`src/rtl/fhc_pkg.sv`:
```
// Shared types and constants of the single/half float converter.
// No dependencies.
package fhc_pkg;

  typedef enum logic [0:0] {
    CMD_NARROW = 1'b0,
    CMD_WIDEN  = 1'b1
  } cmd_e;

  typedef logic [31:0] single_t;
  typedef logic [15:0] half_t;

  localparam logic [7:0]  REBIAS      = 8'd112;
  localparam logic [7:0]  DENORM_BASE = 8'd113;
  localparam logic [7:0]  SINGLE_EXP_MAX = 8'hFF;
  localparam logic [4:0]  HALF_EXP_MAX   = 5'h1F;
  localparam logic [7:0]  HALF_EXP_OVF   = 8'd31;
  localparam logic [6:0]  DENORM_SH_MAX  = 7'd24;
  localparam logic [23:0] ROUND_INC      = 24'h001000;

endpackage

```
`src/rtl/fhc_narrow.sv`:
```
// Combinational narrowing of a single-precision pattern to half precision.
// Depends on fhc_pkg.
module fhc_narrow (
  input  fhc_pkg::single_t single_i,
  output fhc_pkg::half_t   half_o
);

  logic        sign;
  logic [7:0]  exp8;
  logic [22:0] man;
  logic [7:0]  dn_shift_full;
  logic [6:0]  dn_shift;
  logic [23:0] dn_shifted;
  logic [23:0] dn_round;
  logic [23:0] nm_sum;
  logic [7:0]  nm_exp;
  logic [9:0]  nan_man;

  assign sign          = single_i[31];
  assign exp8          = single_i[30:23];
  assign man           = single_i[22:0];
  assign dn_shift_full = fhc_pkg::DENORM_BASE - exp8;
  assign dn_shift      = dn_shift_full[6:0];
  assign dn_shifted    = {1'b1, man} >> dn_shift[4:0];
  assign dn_round      = dn_shifted + fhc_pkg::ROUND_INC;
  assign nm_sum        = {1'b0, man} + fhc_pkg::ROUND_INC;
  assign nm_exp        = exp8 - fhc_pkg::REBIAS + {7'b0, nm_sum[23]};
  assign nan_man       = man[22:13];

  always_comb begin
    half_o = {sign, 15'b0};
    if (exp8 <= fhc_pkg::REBIAS) begin
      if (dn_shift < fhc_pkg::DENORM_SH_MAX) begin
        half_o = {sign, 4'b0, dn_round[23:13]};
      end
    end else if (exp8 == fhc_pkg::SINGLE_EXP_MAX) begin
      half_o = {sign, fhc_pkg::HALF_EXP_MAX, 10'b0};
      if (man != 23'b0) begin
        half_o[9:0] = (nan_man == 10'b0) ? 10'd1 : nan_man;
      end
    end else if (nm_exp >= fhc_pkg::HALF_EXP_OVF) begin
      half_o = {sign, fhc_pkg::HALF_EXP_MAX, 10'b0};
    end else begin
      half_o = {sign, nm_exp[4:0], nm_sum[23] ? 10'b0 : nm_sum[22:13]};
    end
  end

endmodule

```
`src/rtl/fhc_widen.sv`:
```
// Combinational widening of a half-precision pattern to single precision.
// Depends on fhc_pkg.
module fhc_widen (
  input  fhc_pkg::half_t   half_i,
  output fhc_pkg::single_t single_o
);

  logic        sign;
  logic [4:0]  exp5;
  logic [9:0]  man;
  logic [3:0]  lz_shift;
  logic [10:0] norm;
  logic [7:0]  dn_exp;

  assign sign   = half_i[15];
  assign exp5   = half_i[14:10];
  assign man    = half_i[9:0];
  assign norm   = {1'b0, man} << lz_shift;
  assign dn_exp = fhc_pkg::DENORM_BASE - {4'b0, lz_shift};

  // Shift that brings the leading one to the implicit position.
  always_comb begin
    lz_shift = 4'd0;
    for (int i = 0; i < 10; i++) begin
      if (man[i]) begin
        lz_shift = 4'(10 - i);
      end
    end
  end

  always_comb begin
    if (exp5 == 5'b0) begin
      if (man == 10'b0) begin
        single_o = {sign, 31'b0};
      end else begin
        single_o = {sign, dn_exp, norm[9:0], 13'b0};
      end
    end else if (exp5 == fhc_pkg::HALF_EXP_MAX) begin
      single_o = {sign, fhc_pkg::SINGLE_EXP_MAX, man, 13'b0};
    end else begin
      single_o = {sign, {3'b0, exp5} + fhc_pkg::REBIAS, man, 13'b0};
    end
  end

endmodule

```
`src/rtl/float_half_converter.sv`:
```
// Converts between single and half precision float bit patterns, one
// transfer per cycle while out_ready_i is held high. An accepted item passes
// through an input register and a result register with one level of
// conversion logic between them; its result is offered from the result
// register, and a stalled result register holds the next item in the input
// register. out_ready_i reaches in_ready_o combinationally through both stages.
// Depends on fhc_pkg, fhc_narrow and fhc_widen.
module float_half_converter (
  input  logic        clk_i,
  input  logic        rst_ni,
  input  logic        in_valid_i,
  output logic        in_ready_o,
  input  logic        cmd_i,
  input  logic [31:0] value_i,
  output logic        out_valid_o,
  input  logic        out_ready_i,
  output logic [31:0] converted_o
);

  logic                 in_valid_q;
  fhc_pkg::cmd_e        cmd_q;
  fhc_pkg::single_t     value_q;
  logic                 out_valid_q;
  fhc_pkg::single_t     converted_q;
  fhc_pkg::single_t     converted_d;
  fhc_pkg::half_t       narrow_h;
  fhc_pkg::single_t     widen_s;
  logic                 res_ready;

  fhc_narrow u_fhc_narrow (
    .single_i (value_q),
    .half_o   (narrow_h)
  );

  fhc_widen u_fhc_widen (
    .half_i   (value_q[15:0]),
    .single_o (widen_s)
  );

  assign res_ready   = !out_valid_q || out_ready_i;
  assign in_ready_o  = !in_valid_q || res_ready;
  assign converted_d = (cmd_q == fhc_pkg::CMD_WIDEN) ? widen_s : {16'b0, narrow_h};

  always_ff @(posedge clk_i or negedge rst_ni) begin
    if (!rst_ni) begin
      in_valid_q  <= 1'b0;
      out_valid_q <= 1'b0;
    end else begin
      if (in_ready_o) begin
        in_valid_q <= in_valid_i;
      end
      if (res_ready) begin
        out_valid_q <= in_valid_q;
      end
    end
  end

  always_ff @(posedge clk_i) begin
    if (in_valid_i && in_ready_o) begin
      cmd_q   <= fhc_pkg::cmd_e'(cmd_i);
      value_q <= value_i;
    end
    if (in_valid_q && res_ready) begin
      converted_q <= converted_d;
    end
  end

  assign out_valid_o = out_valid_q;
  assign converted_o = converted_q;

endmodule

```
`config.mk`:
```
export PLATFORM = sky130hd
export DESIGN_NAME = float_half_converter
export DESIGN_NICKNAME = d
export VERILOG_FILES = /design/src/rtl/fhc_pkg.sv /design/src/rtl/fhc_narrow.sv /design/src/rtl/fhc_widen.sv /design/src/rtl/float_half_converter.sv
export SDC_FILE = /design/constraint.sdc
export NUM_CORES = 1
export LEC_CHECK = 0
export BUFFER_PORTS_ARGS = -buffer_cell sky130_fd_sc_hd__buf_2
export CORE_AREA = 2 2 125 127
export CTS_CLUSTER_DIAMETER = 40
export CTS_CLUSTER_SIZE = 16
export DETAILED_ROUTE_END_ITERATION = 10
export DIE_AREA = 0 0 127 129
export PLACE_DENSITY = 0.46
export RECOVER_POWER = 100
export SLEW_MARGIN = 10
export SYNTH_ARGS = -nofsm -noshare
export SYNTH_HDL_FRONTEND = slang
export SYNTH_SLANG_ARGS = --single-unit
```
`constraint.sdc`:
```
create_clock -name clk_i -period 5.45 [get_ports clk_i]
set_input_delay 1.635 -clock clk_i [delete_from_list [all_inputs] [get_ports clk_i]]
set_output_delay 1.635 -clock clk_i [all_outputs]
set_load 0.005 [all_outputs]
```
Yosys cells after proc, flatten, opt, wreduce, memory -nomap -nowiden
Index checks and enable logic that the tools add are counted.
Widths: inputs -> output; s select.
- add/subtract/negate cells: 7
- shift-type cells: 2
- reductions and logical operators: 10
- muxes and demuxes: 21
- equal/unequal tests: 2
- magnitude comparators: 3
- operators by type and width (cell ; number):
    $mux 31 ; 3
    $mux 15 ; 3
    $mux 4 ; 10
    $mux 10 ; 3
    $add 23x13->24 const B ; 1
    $add 24x13->24 const B ; 1
    $shr 24x5->24 ; 1
    $reduce_bool 23->1 ; 1
    $logic_not 10->1 ; 2
    $mux 16 ; 1
    $mux 11 ; 1
    $shl 10x4->10 ; 1
    $add 5x7->8 const B ; 1
    $add 8x1->8 ; 1
    $eq 8x8->1 const B ; 1
    $ge 8x5->1 const B ; 1
    $le 8x7->1 const B ; 1
    $sub 7x4->8 const A ; 1
    $sub 8x7->8 const B ; 1
    $lt 7x5->1 const B ; 1
    $sub 7x7->7 const A ; 1
    $eq 5x5->1 const B ; 1
    $logic_not 5->1 ; 1
    $logic_and 1x1->1 ; 2
    other kinds (2) ; 4
- input bits: 37
- output and inout port bits: 34
- logic and storage cells: 51
- register bits after elaboration: 67

Depth between registers and ports, before layout
- depth in word-level cells: 14
- mapped depth: 14
- mapped depth without buffers: 13

Modules after synthesis
Synthesis repeated with hierarchy kept, for this count alone.
- cells, all modules: 518
- area, all modules: 5176.2 µm²
- by module, submodules not included (module ; sequential area each (µm²) ; cells each ; instances ; area an instance (µm²)):
    float_half_converter ; 2001.9 ; 108 ; 1 ; 2348.5
    fhc_narrow ; 0.0 ; 254 ; 1 ; 1776.7
    fhc_widen ; 0.0 ; 156 ; 1 ; 1051.0

Worst setup path before layout
Ideal clock, no wire load.
- path type: input-to-output
- start point: input port out_ready_i
- end point: output port in_ready_o
- buffers on the path: 0
- data required time: 3.815 ns
- arrival time: 1.809 ns
- setup slack: 2.006 ns
- stages on the path: 1
- cell sequence: nand3b_1
- word-level cells in the longest chain between the ends: 2
- ends and longest elaborated chain (what ; RTL line ; source):
    from (decl) ; float_half_converter.sv:16 ; input logic out_ready_i,
    $logic_or 1x1->1 ; float_half_converter.sv:40 ; assign res_ready = !out_valid_q || out_ready_i;
    $logic_or 1x1->1 ; float_half_converter.sv:41 ; assign in_ready_o = !in_valid_q || res_ready;
    to (decl) ; float_half_converter.sv:12 ; output logic in_ready_o,
Every way passes these cells.

Worst setup path after layout
- start point: register value_q[14]
- end point: register converted_q[4] (netlist: converted_o[4]), data pin
- word-level cells in the longest chain between the ends: 7
- elaborated cells on any way between the ends: 17
- those cells by class: add/sub: 3; order compare: 1; shift: 1; mux: 9; reduce/logical: 3
- ends and longest elaborated chain (what ; RTL line ; source):
    from (decl) ; float_half_converter.sv:22 ; fhc_pkg::single_t value_q;
    from (signal assigned) ; float_half_converter.sv:61 ; value_q <= value_i;
    $add 23x13->24 ; fhc_narrow.sv:26 ; assign nm_sum = {1'b0, man} + fhc_pkg::ROUND_INC;
    $add 8x1->8 ; fhc_narrow.sv:27 ; assign nm_exp = exp8 - fhc_pkg::REBIAS + {7'b0, nm_sum[23]};
    $ge 8x5->1 ; fhc_narrow.sv:41 ; end else if (nm_exp >= fhc_pkg::HALF_EXP_OVF) begin
    $mux 15 ; fhc_narrow.sv:41 ;
    $mux 15 ; fhc_narrow.sv:36 ; end else if (exp8 == fhc_pkg::SINGLE_EXP_MAX) begin
    $mux 15 ; fhc_narrow.sv:32 ; if (exp8 <= fhc_pkg::REBIAS) begin
    $mux 16 * ; float_half_converter.sv:42 ; assign converted_d = (cmd_q == fhc_pkg::CMD_WIDEN) ? widen_s : {16'b0, narrow_h};
    to (signal assigned) ; float_half_converter.sv:64 ; converted_q <= converted_d;
    to (decl) ; float_half_converter.sv:24 ; fhc_pkg::single_t converted_q;
Mark *: on every way between the ends. The rest lies on a longest branch, timed or not.
A chain may end at the register's enable or synchronous reset.

==> results.ini <==
[global_routing]
grt_use_met2 = 0.209
antenna_found_initial = 1
grt_remaining_overflow = 0
grt_pass1_wl_um = 18500
grt_use_total = 0.144
grt_pass1_vias = 3467
grt_max_degree = 34
use_met1 = 0.204
met3_usage = 0.0345
top_usage_layer = met2

[timing]
timing.final.ws_setup_ns = 1.15
worstMarginPinSlew_ns = 1.82
setup_tns_ns = 0
skew_ns = 0.00866
post-route-min-period_ns = 4.30
final_max_slew_viol_count = 63
setup_viol_count_final = 0
fmax_mhz = 233
rsz0062_at_grt = no
slew_headroom = -0.212
hold_viol = 0
final.period_utilization = 0.788

[detailed_routing]
num_vias = 3540
first_iter_violations = 259
drc_errors = 0
totalWireLength_um = 11400
firstDrtPassIters = 5
antenna_left = 0
routed_via_density = 5.33
wl_per_cell_um = 17.1

[run]
maxCapViolations = 2

[synthesis]
synth_cell_types = 81
synthCells = 414
async_reset_ff_frac = 0.0303
synthesis.area_sq_um = 4400
synth_warnings = 0
yosysSeqAreaShare = 0.448
syn_nets = 459
synth_edf_count = 64
ys.flop_type = edfxtp_1
yosysTopAreaCell = edfxtp_1
syn_avg_cell_area_sq_um = 10.6
yosys-top-cells-area = edfxtp_1 (44%), mux4_1 (3.6%), nand2_1 (3.6%)
ys_seq_elements = 66
synth_top_area_frac = 0.437

[floorplan]
die_h_um = 129
initial_core_util = 0.294
io_pins = 71
die_area_sq_um = 16400
die_x_um = 127
core_area_sq_um = 15000
std_cell_rows = 45

[place]
placed_cell_area_sq_um = 4860
portBuffers = 70
gp_congestion = 0.941
dp_hpwl_um = 8350
dpl_worst_slack_ns = 1.63
place_inst = 648

[clocking]
cts_buffers = 9
cts_resized = 0
clk_path_buf_depth = 2
post_cts_buffers = 0
cts_tree = done
numClockSinks = 66
path_clk_slew_ns = 0.06
ctsHoldBuffers = 0
cts_htree_levels = 3
cts_root_buffer = clkbuf_16
worstSkewPairLatency_ns = 0.34

[pwr]
p_seq_frac = 0.450
total_leakage_power_uw = 0.00178
ir_worst_vdd_uv = 143
p_clk_frac = 0.396
intPower_uw = 1060
power_uw = 1440
power_density_nw_per_um2 = 283
combPwrFrac = 0.154
swShare = 0.265
p_sw_uw = 383

[critical_path]
r2r_slack_ns = 1.15
critPathCapture = converted_o[4]
rr_startpoint = value_q[14]
r2r.worst_path.cells = 11
crit_arrival_ns = 4.36
startpoint_type = flip-flop
critPathKind = reg2reg
crit_path_start = value_q[14]
worstPathRequired_ns = 5.51
cp_max_fo = 15
r2r-end = converted_o[4]
crit_path_end_kind = flip-flop

[cells_and_area]
fin_nets = 516
stdcell_area_sq_um = 5100
drive_above_1_share = 0.174
fin_cells = 664
layout_common_cells = edfxtp_1 (64), nand2_1 (42), buf_2 (41), nor2_1 (35), clkbuf_1 (33)
diodes = 0
area_delta_synth_final_pct = 15.8
final_common_cell = edfxtp_1

[status]
status = finished, violations left
failed_checks = max-capacitance violations, max-slew violations

[min_path]
hold_start = in_valid_q
hold_class = reg2reg

-- layout make-up --
cell class | instances | area [sq um]
fillers | 1529 | 9880
multi-input cells | 308 | 2220
flip-flops and latches | 66 | 1970
repair buffers | 73 | 329
clock buffers | 13 | 250
well taps | 188 | 235
inverters | 13 | 48.8
clock inverters | 3 | 41.3
-- through the flow --
step           utilization  hold WS, ns
6_report             0.340        0.494
3_3_place_gp         0.324        0.470
5_1_grt              0.340        0.538
4_1_cts              0.344        0.494
2_1_floorplan            -        0.449
3_5_place_dp         0.324        0.481
-- state kept, by name (all words and copies together) (netlist names) --
register     count
cmd_q            1
value_q         32
out_valid_o      1
converted_o     31
in_valid_q       1
-- layer usage --
| metal | wire length (um) | part of all wire |
|---|---|---|
| met5 | 13 | 0.0011 |
| met4 | 255 | 0.022 |
| met3 | 658 | 0.058 |
| met2 | 4900 | 0.43 |
| met1 | 5550 | 0.49 |
-- worst min-delay path by stage --
stage / cells after the start / slack (ns) / to
3_5_place_dp: 1 / 0.48 / out_valid_o
3_3_place_gp: 1 / 0.47 / out_valid_o
2_1_floorplan: 1 / 0.45 / out_valid_o
5_1_grt: 1 / 0.54 / out_valid_o
6_report: 1 / 0.49 / out_valid_o
4_1_cts: 1 / 0.49 / out_valid_o
-- synthesized netlist by cell type (3+ instances only) --
cell type  number
o31ai_1         5
buf_2           4
mux2_2          4
o32ai_1         4
nand2_1        42
inv_1          12
nand2b_1        6
nand3b_1        4
ha_1            8
nor2b_1         4
nand3_1        17
mux2i_1         9
nor4_2          3
o22ai_1         8
edfxtp_1       64
buf_6           4
nor3_1         14
or2_2           4
o311a_1         3
a22oi_1         3
a21boi_0        4
xor2_1          4
o211ai_1        3
mux4_1          6
o21a_1          3
o21ai_0        15
clkbuf_1       17
and2_1          6
nor2_1         35
and3_1          3
o2111ai_1       3
xnor2_1        10
a21oi_1        24
-- power by group through the flow --
stage          clock network [uW]  registers [uW]  logic [uW]
2_1_floorplan                   0             634         174
6_report                      572             650         222
3_5_place_dp                    0             657         228
3_3_place_gp                    0             657         228
5_1_grt                       610             657         248
4_1_cts                       587             648         229
-- kinds of logic (layout without fill, tap and decap cells) --
| logic type | Yosys count | after routing | share of synthesized area |
|---|---|---|---|
| buf+inv | 40 | 102 | 0.0455 |
| xor+xnor | 15 | 15 | 0.0341 |
| simple gates | 157 | 157 | 0.193 |
| compound gates | 107 | 107 | 0.182 |
| flops | 66 | 66 | 0.448 |
| fa+ha+maj | 8 | 8 | 0.0228 |
| mux | 21 | 21 | 0.0742 |
-- worst max-delay path: stages, from the launching register on --
cell and delay, ns:
edfxtp_1 0.59, nand3_1 0.21, nor3_1 0.31, nand3_1 0.16
nor2_1 0.41, ha_1 0.29, ha_1 0.22, xnor2_1 0.11
o32ai_1 0.99, nor2_1 0.32, a41oi_1 0.31, o22ai_1 0.10
(Power assumes the default switching activity.)
